### src/design/vfk_pkg.sv
// Shared types, codes and constants of the voice fade and key-off controller.
package vfk_pkg;

    // Default number of voice slots.
    localparam int VOICES_DEF = 24;

    // Field widths.
    localparam int VOICE_W  = 5;
    localparam int STATUS_W = 2;
    localparam int DATA_W   = 16;
    localparam int MASK_W   = 24;

    // Fixed-point shift applied to volume times level.
    localparam int LEVEL_SHIFT = 8;

    // Item function codes.
    localparam logic FUNC_LOAD = 1'b0;
    localparam logic FUNC_TICK = 1'b1;

    // Key status codes.
    localparam logic [STATUS_W-1:0] STATUS_OFF        = 2'd0;
    localparam logic [STATUS_W-1:0] STATUS_ON_ENV_OFF = 2'd3;

    // One input item as held in the input register.
    typedef struct packed {
        logic                func;
        logic [VOICE_W-1:0]  voice;
        logic [STATUS_W-1:0] key_status;
        logic                last_voice;
        logic [DATA_W-1:0]   level_in;
        logic [DATA_W-1:0]   fade_step_in;
        logic [DATA_W-1:0]   hold_ticks_in;
        logic [DATA_W-1:0]   volume_left_in;
        logic [DATA_W-1:0]   volume_right_in;
    } t_item;

    // Outcome of the state update, carried to the scaling stage.
    typedef struct packed {
        logic              write_volume;
        logic [DATA_W-1:0] level;
        logic [DATA_W-1:0] volume_left;
        logic [DATA_W-1:0] volume_right;
        logic              key_off_now;
        logic [MASK_W-1:0] key_off_mask;
        logic              tick_done;
        logic [MASK_W-1:0] active_voices;
    } t_mid;

    // One result item as held in the output register.
    typedef struct packed {
        logic              write_volume;
        logic [DATA_W-1:0] left_level;
        logic [DATA_W-1:0] right_level;
        logic              key_off_now;
        logic [MASK_W-1:0] key_off_mask;
        logic              tick_done;
        logic [MASK_W-1:0] active_voices;
    } t_result;

endpackage

### src/design/vfk_if.sv
// Valid/ready channel interfaces for input items and result items.
interface vfk_in_if;
    logic                            valid;
    logic                            ready;
    logic                            func;
    logic [vfk_pkg::VOICE_W-1:0]     voice;
    logic [vfk_pkg::STATUS_W-1:0]    key_status;
    logic                            last_voice;
    logic [vfk_pkg::DATA_W-1:0]      level_in;
    logic [vfk_pkg::DATA_W-1:0]      fade_step_in;
    logic [vfk_pkg::DATA_W-1:0]      hold_ticks_in;
    logic [vfk_pkg::DATA_W-1:0]      volume_left_in;
    logic [vfk_pkg::DATA_W-1:0]      volume_right_in;

    modport source (
        output valid, func, voice, key_status, last_voice, level_in, fade_step_in,
               hold_ticks_in, volume_left_in, volume_right_in,
        input  ready
    );

    modport sink (
        input  valid, func, voice, key_status, last_voice, level_in, fade_step_in,
               hold_ticks_in, volume_left_in, volume_right_in,
        output ready
    );
endinterface

interface vfk_out_if;
    logic                         valid;
    logic                         ready;
    logic                         write_volume;
    logic [vfk_pkg::DATA_W-1:0]   left_level;
    logic [vfk_pkg::DATA_W-1:0]   right_level;
    logic                         key_off_now;
    logic [vfk_pkg::MASK_W-1:0]   key_off_mask;
    logic                         tick_done;
    logic [vfk_pkg::MASK_W-1:0]   active_voices;

    modport source (
        output valid, write_volume, left_level, right_level, key_off_now,
               key_off_mask, tick_done, active_voices,
        input  ready
    );

    modport sink (
        input  valid, write_volume, left_level, right_level, key_off_now,
               key_off_mask, tick_done, active_voices,
        output ready
    );
endinterface

### src/design/vfk_state.sv
// Per-voice state store with the fade, timer and key-off update for one item.
module vfk_state #(
    parameter int VOICES = vfk_pkg::VOICES_DEF
) (
    input  logic           i_clk,
    input  logic           i_rst_n,
    input  logic           i_en,
    input  vfk_pkg::t_item i_item,
    output vfk_pkg::t_mid  o_mid
);
    localparam int IDX_W = (VOICES > 1) ? $clog2(VOICES) : 1;

    // Voice slot registers.
    logic [vfk_pkg::DATA_W-1:0] r_level [VOICES];
    logic [vfk_pkg::DATA_W-1:0] r_step  [VOICES];
    logic [vfk_pkg::DATA_W-1:0] r_timer [VOICES];
    logic [vfk_pkg::DATA_W-1:0] r_vol_l [VOICES];
    logic [vfk_pkg::DATA_W-1:0] r_vol_r [VOICES];
    logic [vfk_pkg::MASK_W-1:0] r_active;
    logic [vfk_pkg::MASK_W-1:0] r_keyoff;

    logic [vfk_pkg::MASK_W-1:0] n_active;
    logic [vfk_pkg::MASK_W-1:0] n_keyoff;
    logic [vfk_pkg::DATA_W-1:0] n_level;
    logic [vfk_pkg::DATA_W-1:0] n_step;
    logic [vfk_pkg::DATA_W-1:0] n_timer;

    logic                       slot_ok;
    logic [IDX_W-1:0]           idx;
    logic [vfk_pkg::MASK_W-1:0] vbit;
    logic [vfk_pkg::DATA_W-1:0] cur_level;
    logic [vfk_pkg::DATA_W-1:0] cur_step;
    logic [vfk_pkg::DATA_W-1:0] cur_timer;
    logic [vfk_pkg::DATA_W-1:0] cur_vol_l;
    logic [vfk_pkg::DATA_W-1:0] cur_vol_r;
    logic                       is_tick;

    // Address decode and read of the addressed slot.
    assign slot_ok   = ({1'b0, i_item.voice} < 6'(VOICES));
    assign idx       = i_item.voice[IDX_W-1:0];
    assign vbit      = vfk_pkg::MASK_W'(1) << i_item.voice;
    assign is_tick   = (i_item.func == vfk_pkg::FUNC_TICK);
    assign cur_level = slot_ok ? r_level[idx] : '0;
    assign cur_step  = slot_ok ? r_step[idx]  : '0;
    assign cur_timer = slot_ok ? r_timer[idx] : '0;
    assign cur_vol_l = slot_ok ? r_vol_l[idx] : '0;
    assign cur_vol_r = slot_ok ? r_vol_r[idx] : '0;

    // Next state and the outcome of this item.
    always_comb begin
        n_active = r_active;
        n_keyoff = r_keyoff;
        n_level  = cur_level;
        n_step   = cur_step;
        n_timer  = cur_timer;
        o_mid    = '0;
        o_mid.volume_left  = cur_vol_l;
        o_mid.volume_right = cur_vol_r;
        if (!is_tick) begin
            if (slot_ok) begin
                n_level  = i_item.level_in;
                n_step   = i_item.fade_step_in;
                n_timer  = i_item.hold_ticks_in;
                n_active = r_active | vbit;
            end
            o_mid.key_off_mask = r_keyoff;
        end else begin
            if (slot_ok) begin
                // Fade the level down and saturate at zero.
                if (cur_step != '0) begin
                    if (cur_step >= cur_level) begin
                        n_level = '0;
                    end else begin
                        n_level = cur_level - cur_step;
                    end
                    if (n_level != '0) begin
                        o_mid.write_volume = 1'b1;
                    end else begin
                        n_active          = n_active & ~vbit;
                        n_step            = '0;
                        o_mid.key_off_now = 1'b1;
                        n_keyoff          = n_keyoff | vbit;
                    end
                end
                // Hold timer expiry keys off a sounding voice.
                if (cur_timer != '0) begin
                    n_timer = cur_timer - vfk_pkg::DATA_W'(1);
                    if (n_timer == '0 && i_item.key_status != vfk_pkg::STATUS_OFF) begin
                        o_mid.key_off_now = 1'b1;
                        n_keyoff          = n_keyoff | vbit;
                    end
                end
                // Key on with the envelope off keys off once per tick.
                if (i_item.key_status == vfk_pkg::STATUS_ON_ENV_OFF &&
                    (n_keyoff & vbit) == '0 && !(o_mid.key_off_now && vbit == '0)) begin
                    o_mid.key_off_now = 1'b1;
                    n_keyoff          = n_keyoff | vbit;
                end
            end
            o_mid.key_off_mask = n_keyoff;
            if (i_item.last_voice) begin
                o_mid.tick_done = 1'b1;
                n_keyoff        = '0;
            end
        end
        o_mid.level         = n_level;
        o_mid.active_voices = n_active;
    end

    // Slot registers, written once per item as it leaves the input register.
    always_ff @(posedge i_clk) begin
        if (!i_rst_n) begin
            for (int k = 0; k < VOICES; k++) begin
                r_level[k] <= '0;
                r_step[k]  <= '0;
                r_timer[k] <= '0;
                r_vol_l[k] <= '0;
                r_vol_r[k] <= '0;
            end
            r_active <= '0;
            r_keyoff <= '0;
        end else if (i_en) begin
            if (slot_ok) begin
                r_level[idx] <= n_level;
                r_step[idx]  <= n_step;
                r_timer[idx] <= n_timer;
                if (!is_tick) begin
                    r_vol_l[idx] <= i_item.volume_left_in;
                    r_vol_r[idx] <= i_item.volume_right_in;
                end
            end
            r_active <= n_active;
            r_keyoff <= n_keyoff;
        end
    end

`ifndef NO_ASSERTIONS
    // The gathered mask is empty after the item that closes a tick.
    a_close_clears: assert property (@(posedge i_clk) disable iff (!i_rst_n)
        i_en && is_tick && i_item.last_voice |=> r_keyoff == '0)
        else $error("key-off mask not cleared after the last voice");

    // A load item leaves the gathered mask as it was.
    a_load_keeps_mask: assert property (@(posedge i_clk) disable iff (!i_rst_n)
        i_en && !is_tick |=> r_keyoff == $past(r_keyoff))
        else $error("load item changed the key-off mask");

    // Without an item the voice bits do not move.
    a_idle_stable: assert property (@(posedge i_clk) disable iff (!i_rst_n)
        !i_en |=> $stable(r_active) && $stable(r_keyoff))
        else $error("voice bits changed without an item");
`endif

endmodule

### src/design/vfk_scale.sv
// Volume scaling of the faded level for the left and right channels.
module vfk_scale (
    input  vfk_pkg::t_mid    i_mid,
    output vfk_pkg::t_result o_res
);
    logic [2*vfk_pkg::DATA_W-1:0] prod_l;
    logic [2*vfk_pkg::DATA_W-1:0] prod_r;

    // Volume times level, shifted down and kept to the low result bits.
    assign prod_l = i_mid.volume_left  * i_mid.level;
    assign prod_r = i_mid.volume_right * i_mid.level;

    always_comb begin
        o_res               = '0;
        o_res.write_volume  = i_mid.write_volume;
        o_res.key_off_now   = i_mid.key_off_now;
        o_res.key_off_mask  = i_mid.key_off_mask;
        o_res.tick_done     = i_mid.tick_done;
        o_res.active_voices = i_mid.active_voices;
        if (i_mid.write_volume) begin
            o_res.left_level  = prod_l[vfk_pkg::LEVEL_SHIFT +: vfk_pkg::DATA_W];
            o_res.right_level = prod_r[vfk_pkg::LEVEL_SHIFT +: vfk_pkg::DATA_W];
        end
    end
endmodule

### src/design/voice_fade_keyoff_controller_top.sv
// Top level of the voice fade and key-off controller.
//
//  Port    | Dir | Handshake     | Carries
//  i_in    | in  | valid / ready | load or tick item for one voice
//  o_out   | out | valid / ready | scaled volumes, key-off flags and masks
//
// An item passes three registers: input, state update, result. One item is taken per
// cycle while the output does not stall, set by the single read-modify-write of the voice
// slot registers.
// Reset is synchronous and active low and clears all voice slots and masks.
// A stalled output holds each stage in place; i_in.ready drops only when the
// input register is full and cannot move on.
module voice_fade_keyoff_controller_top #(
    parameter int VOICES = vfk_pkg::VOICES_DEF
) (
    input  logic      i_clk,
    input  logic      i_rst_n,
    vfk_in_if.sink    i_in,
    vfk_out_if.source o_out
);
    logic             r_s0_valid;
    logic             r_s1_valid;
    logic             r_s2_valid;
    vfk_pkg::t_item   r_s0;
    vfk_pkg::t_mid    r_s1;
    vfk_pkg::t_result r_s2;

    vfk_pkg::t_item   in_item;
    vfk_pkg::t_mid    n_s1;
    vfk_pkg::t_result n_s2;

    logic s2_free;
    logic s1_move;
    logic s1_free;
    logic s0_move;
    logic s0_free;

    // Stage advance control.
    assign s2_free    = !r_s2_valid || o_out.ready;
    assign s1_move    = r_s1_valid && s2_free;
    assign s1_free    = !r_s1_valid || s1_move;
    assign s0_move    = r_s0_valid && s1_free;
    assign s0_free    = !r_s0_valid || s0_move;
    assign i_in.ready = s0_free;

    // Gather the input item.
    always_comb begin
        in_item.func            = i_in.func;
        in_item.voice           = i_in.voice;
        in_item.key_status      = i_in.key_status;
        in_item.last_voice      = i_in.last_voice;
        in_item.level_in        = i_in.level_in;
        in_item.fade_step_in    = i_in.fade_step_in;
        in_item.hold_ticks_in   = i_in.hold_ticks_in;
        in_item.volume_left_in  = i_in.volume_left_in;
        in_item.volume_right_in = i_in.volume_right_in;
    end

    vfk_state #(
        .VOICES (VOICES)
    ) u_state (
        .i_clk  (i_clk),
        .i_rst_n(i_rst_n),
        .i_en   (s0_move),
        .i_item (r_s0),
        .o_mid  (n_s1)
    );

    vfk_scale u_scale (
        .i_mid(r_s1),
        .o_res(n_s2)
    );

    // Valid bits of the three stages.
    always_ff @(posedge i_clk) begin
        if (!i_rst_n) begin
            r_s0_valid <= 1'b0;
            r_s1_valid <= 1'b0;
            r_s2_valid <= 1'b0;
        end else begin
            if (s0_free) begin
                r_s0_valid <= i_in.valid;
            end
            if (s1_free) begin
                r_s1_valid <= r_s0_valid;
            end
            if (s2_free) begin
                r_s2_valid <= r_s1_valid;
            end
        end
    end

    // Stage payload registers.
    always_ff @(posedge i_clk) begin
        if (s0_free && i_in.valid) begin
            r_s0 <= in_item;
        end
        if (s0_move) begin
            r_s1 <= n_s1;
        end
        if (s1_move) begin
            r_s2 <= n_s2;
        end
    end

    // Result channel.
    assign o_out.valid         = r_s2_valid;
    assign o_out.write_volume  = r_s2.write_volume;
    assign o_out.left_level    = r_s2.left_level;
    assign o_out.right_level   = r_s2.right_level;
    assign o_out.key_off_now   = r_s2.key_off_now;
    assign o_out.key_off_mask  = r_s2.key_off_mask;
    assign o_out.tick_done     = r_s2.tick_done;
    assign o_out.active_voices = r_s2.active_voices;

`ifndef NO_ASSERTIONS
    // Reset empties every stage.
    a_reset_empty: assert property (@(posedge i_clk)
        !i_rst_n |=> !r_s0_valid && !r_s1_valid && !r_s2_valid)
        else $error("pipeline not empty after reset");

    // An input item blocked by the update stage stays in place.
    a_s0_hold: assert property (@(posedge i_clk) disable iff (!i_rst_n)
        r_s0_valid && !s1_free |=> r_s0_valid && $stable(r_s0))
        else $error("input register lost a blocked item");

    // An updated item blocked by the result register stays in place.
    a_s1_hold: assert property (@(posedge i_clk) disable iff (!i_rst_n)
        r_s1_valid && !s2_free |=> r_s1_valid && $stable(r_s1))
        else $error("update stage lost a blocked item");
`endif

endmodule

### src/flat_wrapper.sv
// flat-port wrapper written by rule: the top's interface ports become plain ports
module voice_fade_keyoff_controller_top_flat 
#(
    parameter int VOICES = vfk_pkg::VOICES_DEF
)
  (i_clk, i_rst_n, i_in_valid, i_in_func, i_in_voice, i_in_key_status, i_in_last_voice, i_in_level_in, i_in_fade_step_in, i_in_hold_ticks_in, i_in_volume_left_in, i_in_volume_right_in, i_in_ready, o_out_valid, o_out_write_volume, o_out_left_level, o_out_right_level, o_out_key_off_now, o_out_key_off_mask, o_out_tick_done, o_out_active_voices, o_out_ready);
  vfk_in_if i_in_i ();
  vfk_out_if o_out_i ();
  input  logic i_clk;
  input  logic i_rst_n;
  input wire logic [$bits(i_in_i.valid)-1:0] i_in_valid;
  input wire logic [$bits(i_in_i.func)-1:0] i_in_func;
  input wire logic [$bits(i_in_i.voice)-1:0] i_in_voice;
  input wire logic [$bits(i_in_i.key_status)-1:0] i_in_key_status;
  input wire logic [$bits(i_in_i.last_voice)-1:0] i_in_last_voice;
  input wire logic [$bits(i_in_i.level_in)-1:0] i_in_level_in;
  input wire logic [$bits(i_in_i.fade_step_in)-1:0] i_in_fade_step_in;
  input wire logic [$bits(i_in_i.hold_ticks_in)-1:0] i_in_hold_ticks_in;
  input wire logic [$bits(i_in_i.volume_left_in)-1:0] i_in_volume_left_in;
  input wire logic [$bits(i_in_i.volume_right_in)-1:0] i_in_volume_right_in;
  output wire logic [$bits(i_in_i.ready)-1:0] i_in_ready;
  output wire logic [$bits(o_out_i.valid)-1:0] o_out_valid;
  output wire logic [$bits(o_out_i.write_volume)-1:0] o_out_write_volume;
  output wire logic [$bits(o_out_i.left_level)-1:0] o_out_left_level;
  output wire logic [$bits(o_out_i.right_level)-1:0] o_out_right_level;
  output wire logic [$bits(o_out_i.key_off_now)-1:0] o_out_key_off_now;
  output wire logic [$bits(o_out_i.key_off_mask)-1:0] o_out_key_off_mask;
  output wire logic [$bits(o_out_i.tick_done)-1:0] o_out_tick_done;
  output wire logic [$bits(o_out_i.active_voices)-1:0] o_out_active_voices;
  input wire logic [$bits(o_out_i.ready)-1:0] o_out_ready;
  assign i_in_i.valid = i_in_valid;
  assign i_in_i.func = i_in_func;
  assign i_in_i.voice = i_in_voice;
  assign i_in_i.key_status = i_in_key_status;
  assign i_in_i.last_voice = i_in_last_voice;
  assign i_in_i.level_in = i_in_level_in;
  assign i_in_i.fade_step_in = i_in_fade_step_in;
  assign i_in_i.hold_ticks_in = i_in_hold_ticks_in;
  assign i_in_i.volume_left_in = i_in_volume_left_in;
  assign i_in_i.volume_right_in = i_in_volume_right_in;
  assign i_in_ready = i_in_i.ready;
  assign o_out_valid = o_out_i.valid;
  assign o_out_write_volume = o_out_i.write_volume;
  assign o_out_left_level = o_out_i.left_level;
  assign o_out_right_level = o_out_i.right_level;
  assign o_out_key_off_now = o_out_i.key_off_now;
  assign o_out_key_off_mask = o_out_i.key_off_mask;
  assign o_out_tick_done = o_out_i.tick_done;
  assign o_out_active_voices = o_out_i.active_voices;
  assign o_out_i.ready = o_out_ready;
  voice_fade_keyoff_controller_top #(.VOICES(VOICES)) u_core (.i_clk(i_clk), .i_rst_n(i_rst_n), .i_in(i_in_i), .o_out(o_out_i));
endmodule
### config.mk
export PLATFORM = sky130hd
export DESIGN_NAME = voice_fade_keyoff_controller_top_flat
export DESIGN_NICKNAME = d
export VERILOG_FILES = /design/src/design/vfk_pkg.sv /design/src/design/vfk_if.sv /design/src/design/vfk_state.sv /design/src/design/vfk_scale.sv /design/src/design/voice_fade_keyoff_controller_top.sv /design/src/flat_wrapper.sv
export SDC_FILE = /design/constraint.sdc
export NUM_CORES = 2
export LEC_CHECK = 0
export ABC_AREA = 1
export BUFFER_PORTS_ARGS = -buffer_cell sky130_fd_sc_hd__buf_2
export CORE_MARGIN = 2
export CORE_UTILIZATION = 40
export CTS_BUF_LIST = sky130_fd_sc_hd__clkbuf_4 sky130_fd_sc_hd__clkbuf_8 sky130_fd_sc_hd__clkbuf_16
export DETAILED_ROUTE_END_ITERATION = 8
export PLACE_DENSITY = 0.6
export REMOVE_ABC_BUFFERS = 1
export SLEW_MARGIN = 20
export SYNTH_ARGS = -nofsm -noshare
export SYNTH_HDL_FRONTEND = slang
export SYNTH_SLANG_ARGS = --single-unit
### constraint.sdc
create_clock -name i_clk -period 12.3 [get_ports i_clk]
set_input_delay 1.23 -clock i_clk [delete_from_list [all_inputs] [get_ports i_clk]]
set_output_delay 1.23 -clock i_clk [all_outputs]
set_load 0.005 [all_outputs]
==> flow_metrics.py <==
metrics = {
    "placement": {
        "place_area_sq_um": 132000,
        "dp_slack_ns": 3.51,
        "hpwl_mm": 219,
        "io_buffers": 177,
        "gp_congestion": 0.919,
    },
    "critical_path": {
        "cpPeakStageDelay_ns": 0.88,
        "cp_slowest_cell": "buf_4",
        "worstPathRequired_ns": 13.00,
        "cp_common_cell": "nand2_1",
        "crit_path_start_kind": "flop",
        "reg2regPathDepth": 34,
        "cp.arrival_ns": 9.55,
        "criticalPathCategory": "flop to flop",
        "path_max_fanout": 106,
        "crit_path_end_kind": "flop",
    },
    "drt": {
        "wire_per_inst_um": 24.8,
        "remaining_drc_errors": 0,
        "wl_mm": 405,
        "drt.antenna.violating_nets": 0,
        "dr.pass1.iters": 8,
        "viasPerCell": 5.62,
        "drt-initial-drc-count": 11731,
        "vias": 91778,
    },
    "job": {
        "max_cap_violations": 0,
    },
    "synth": {
        "synth_compound_area_share_pct": 7.86,
        "synth.area.top_cells": "edfxtp_1 (61%), nor2_1 (8.0%), fa_1 (5.3%)",
        "ys_seq_area_share_pct": 62.3,
        "yosysTopAreaCell": "edfxtp_1",
        "ys.flop_type": "edfxtp_1",
        "synth_top_area_share_pct": 61.4,
        "synth.yosys.warnings": 0,
        "synthSimpleGateAreaFrac_pct": 17.2,
        "synth_edf_count": 2575,
        "synth_area_sq_um": 126000,
        "avgSynthCellArea_sq_um": 10.6,
        "syn_inst": 11887,
        "ys_ff_latch": 2631,
        "yosys.area_share.xor_xnor_pct": 0.278,
        "synth_adder_area_share_pct": 6.83,
        "synthArstFlopShare_pct": 0,
        "muxShareOfSynthArea_pct": 0,
        "synthDistinctLibCells": 52,
        "synth_top_family_by_area": "simple AND/OR/NAND/NOR gates",
    },
    "clock_network": {
        "cts_htree_levels": 5,
        "cts_tree": "done",
        "post_cts_buffers": 0,
        "clk_latency_ns": 0.92,
        "cts_buffers": 294,
        "hold_buffers": 0,
        "cts_root_buf": "clkbuf_16",
        "cts_resized": 0,
        "cts.sinks": 2631,
        "path_clk_slew_ns": 0.06,
        "clock_path_buffers": 4,
    },
    "power_and_ir_drop": {
        "peakVddDrop_mv": 0.259,
        "p_per_area_nw_per_um2": 185,
        "leakagePower_nw": 54.4,
        "fin_total_pwr_mw": 26.2,
    },
    "timing": {
        "worstMarginPinSlew_ns": 1.40,
        "slew_headroom_pct": 6.83,
        "drv_slew": 0,
        "max_freq_mhz": 113,
        "fin_crit_sh_pct": 72.0,
        "setup_viol": 0,
        "layout_setup_ws_ns": 3.45,
        "tns_ns": 0,
        "fin_skew_ns": 0.0706,
        "period_minus_slack_ns": 8.85,
        "rsz0062_at_grt": "false",
        "finalHoldViolCount": 0,
    },
    "floorplan": {
        "die_w_um": 565,
        "row_count": 205,
        "die_area_sq_um": 319000,
        "coreArea_sq_um": 312000,
        "start_util_pct": 40.3,
        "die_h_um": 565,
        "io_pins": 178,
    },
    "layout": {
        "finalNetCount": 12525,
        "post-route-util_pct": 45.2,
        "final_cell_mix": "nor2_1 (2674), edfxtp_1 (2575), nand2_1 (1454)",
        "drive_gt1_share_pct": 8.05,
        "final_area_sq_um": 141000,
        "multi_input_area_sq_um": 42500,
        "nFillCells": 29025,
        "regArea_sq_um": 78500,
        "final_common_cell": "nor2_1",
        "area_delta_synth_final_pct": 12.2,
    },
    "global_routing": {
        "grt_pass1_wl_mm": 589,
        "grtUsageTotal_pct": 24.9,
        "antenna_found_initial": 16,
        "overflow": 0,
        "grt_pass1_vias": 88096,
        "grt_max_degree": 203,
    },
    "worst_hold_path": {
        "hold_depth": 0,
        "hold_class": "flop to flop",
    },
    "run_status": {
        "outcome": "complete, no violations",
    },
}
[per-layer routing]
metal / global-route usage, % / wire [um] / vias up
met5: 0 / 48 / -
met4: 10.2 / 18700 / 8
met3: 5.21 / 42800 / 936
met1: 33.6 / 161000 / 45339
li1: - / - / 40494
met2: 39.0 / 183000 / 5001
[synth_stat cells, drive strengths merged, types with 56 or more instances]
| cell type | instances |
|---|---|
| o22ai | 74 |
| edfxtp | 2575 |
| buf | 253 |
| nor2 | 2684 |
| nand3 | 1000 |
| o21ai | 703 |
| nand2 | 1525 |
| fa | 335 |
| a21oi | 149 |
| a22oi | 192 |
| dfxtp | 56 |
| inv | 801 |
| clkbuf | 729 |
| a31oi | 208 |
| o221ai | 188 |
| ha | 151 |
[worst max-delay path, delay by kind of cell (launching register included)]
kind / cells / cell delay (ns)
and+or+nand+nor: 18 / 2.92
buffers and inverters: 7 / 2.58
AOI/OAI and AO/OA: 8 / 1.73
DFF: 1 / 0.68
adders and majority gates: 1 / 0.50
[power breakdown]
group | switching [mW] | internal [mW] | total [mW]
Clock | 3.72 | 5.15 | 8.87
Sequential | 0.180 | 10.5 | 10.7
Combinational | 4.38 | 2.21 | 6.60
[sequential cells by signal, summed over array words and instances (netlist names), named ones only]
name / count
u_core.u_state.r_level: 512
u_core.u_state.r_step: 512
u_core.u_state.r_timer: 512
u_core.u_state.r_vol_l: 384
u_core.u_state.r_vol_r: 384
u_core.r_s1: 99
u_core.r_s0: 89
u_core.o_out.active_voices: 24
u_core.o_out.key_off_mask: 24
u_core.u_state.r_active: 24
u_core.u_state.r_keyoff: 24
u_core.o_out.left_level: 16
u_core.o_out.right_level: 16
u_core.o_out.key_off_now: 1
u_core.o_out.tick_done: 1
u_core.o_out.valid: 1
u_core.o_out.write_volume: 1
u_core.r_s0_valid: 1
u_core.r_s1_valid: 1
[worst paths after layout]
path	start	endpoint	slack, ns
max reg2reg	flop	u_core.r_s1[32]$_DFFE_PP_	3.45
min reg2reg	u_core.r_s1[24]$_SDFFCE_PN0P_	u_core.o_out.tick_done$_DFFE_PP_	0.42
min	u_core.r_s1[24]$_SDFFCE_PN0P_	u_core.o_out.tick_done$_DFFE_PP_	0.42
max	flop	u_core.r_s1[32]$_DFFE_PP_	3.45
[stage by stage]
stage	hold slack [ns]	cells
after floorplan	0.400	11288
after global routing	0.427	16320
after detailed placement	0.406	15790
after global placement	0.402	15790
after CTS	0.421	16319
final	0.418	16324
[cell type report]
type	instances	share of cell area, %
repair buffers	362	1.68
clock inverters	159	1.13
multi-input cells	7852	30.1
flip-flops and latches	2631	55.6
inverters	805	2.17
clock buffers	370	5.72
diodes	5	0.00886
well taps	4140	3.67
[cells by family (layout without fill, tap and decap cells)]
kind of cell               after synthesis  in the layout
buffers and inverters                 1787           1696
DFF                                   2631           2631
and+or+nand+nor                       5327           5327
other                                    1            389
AOI/OAI and AO/OA                     1615           1615
xor gates and xnor gates                40             40
adders and majority gates              486            486
Power figures use the tool's default switching activity.
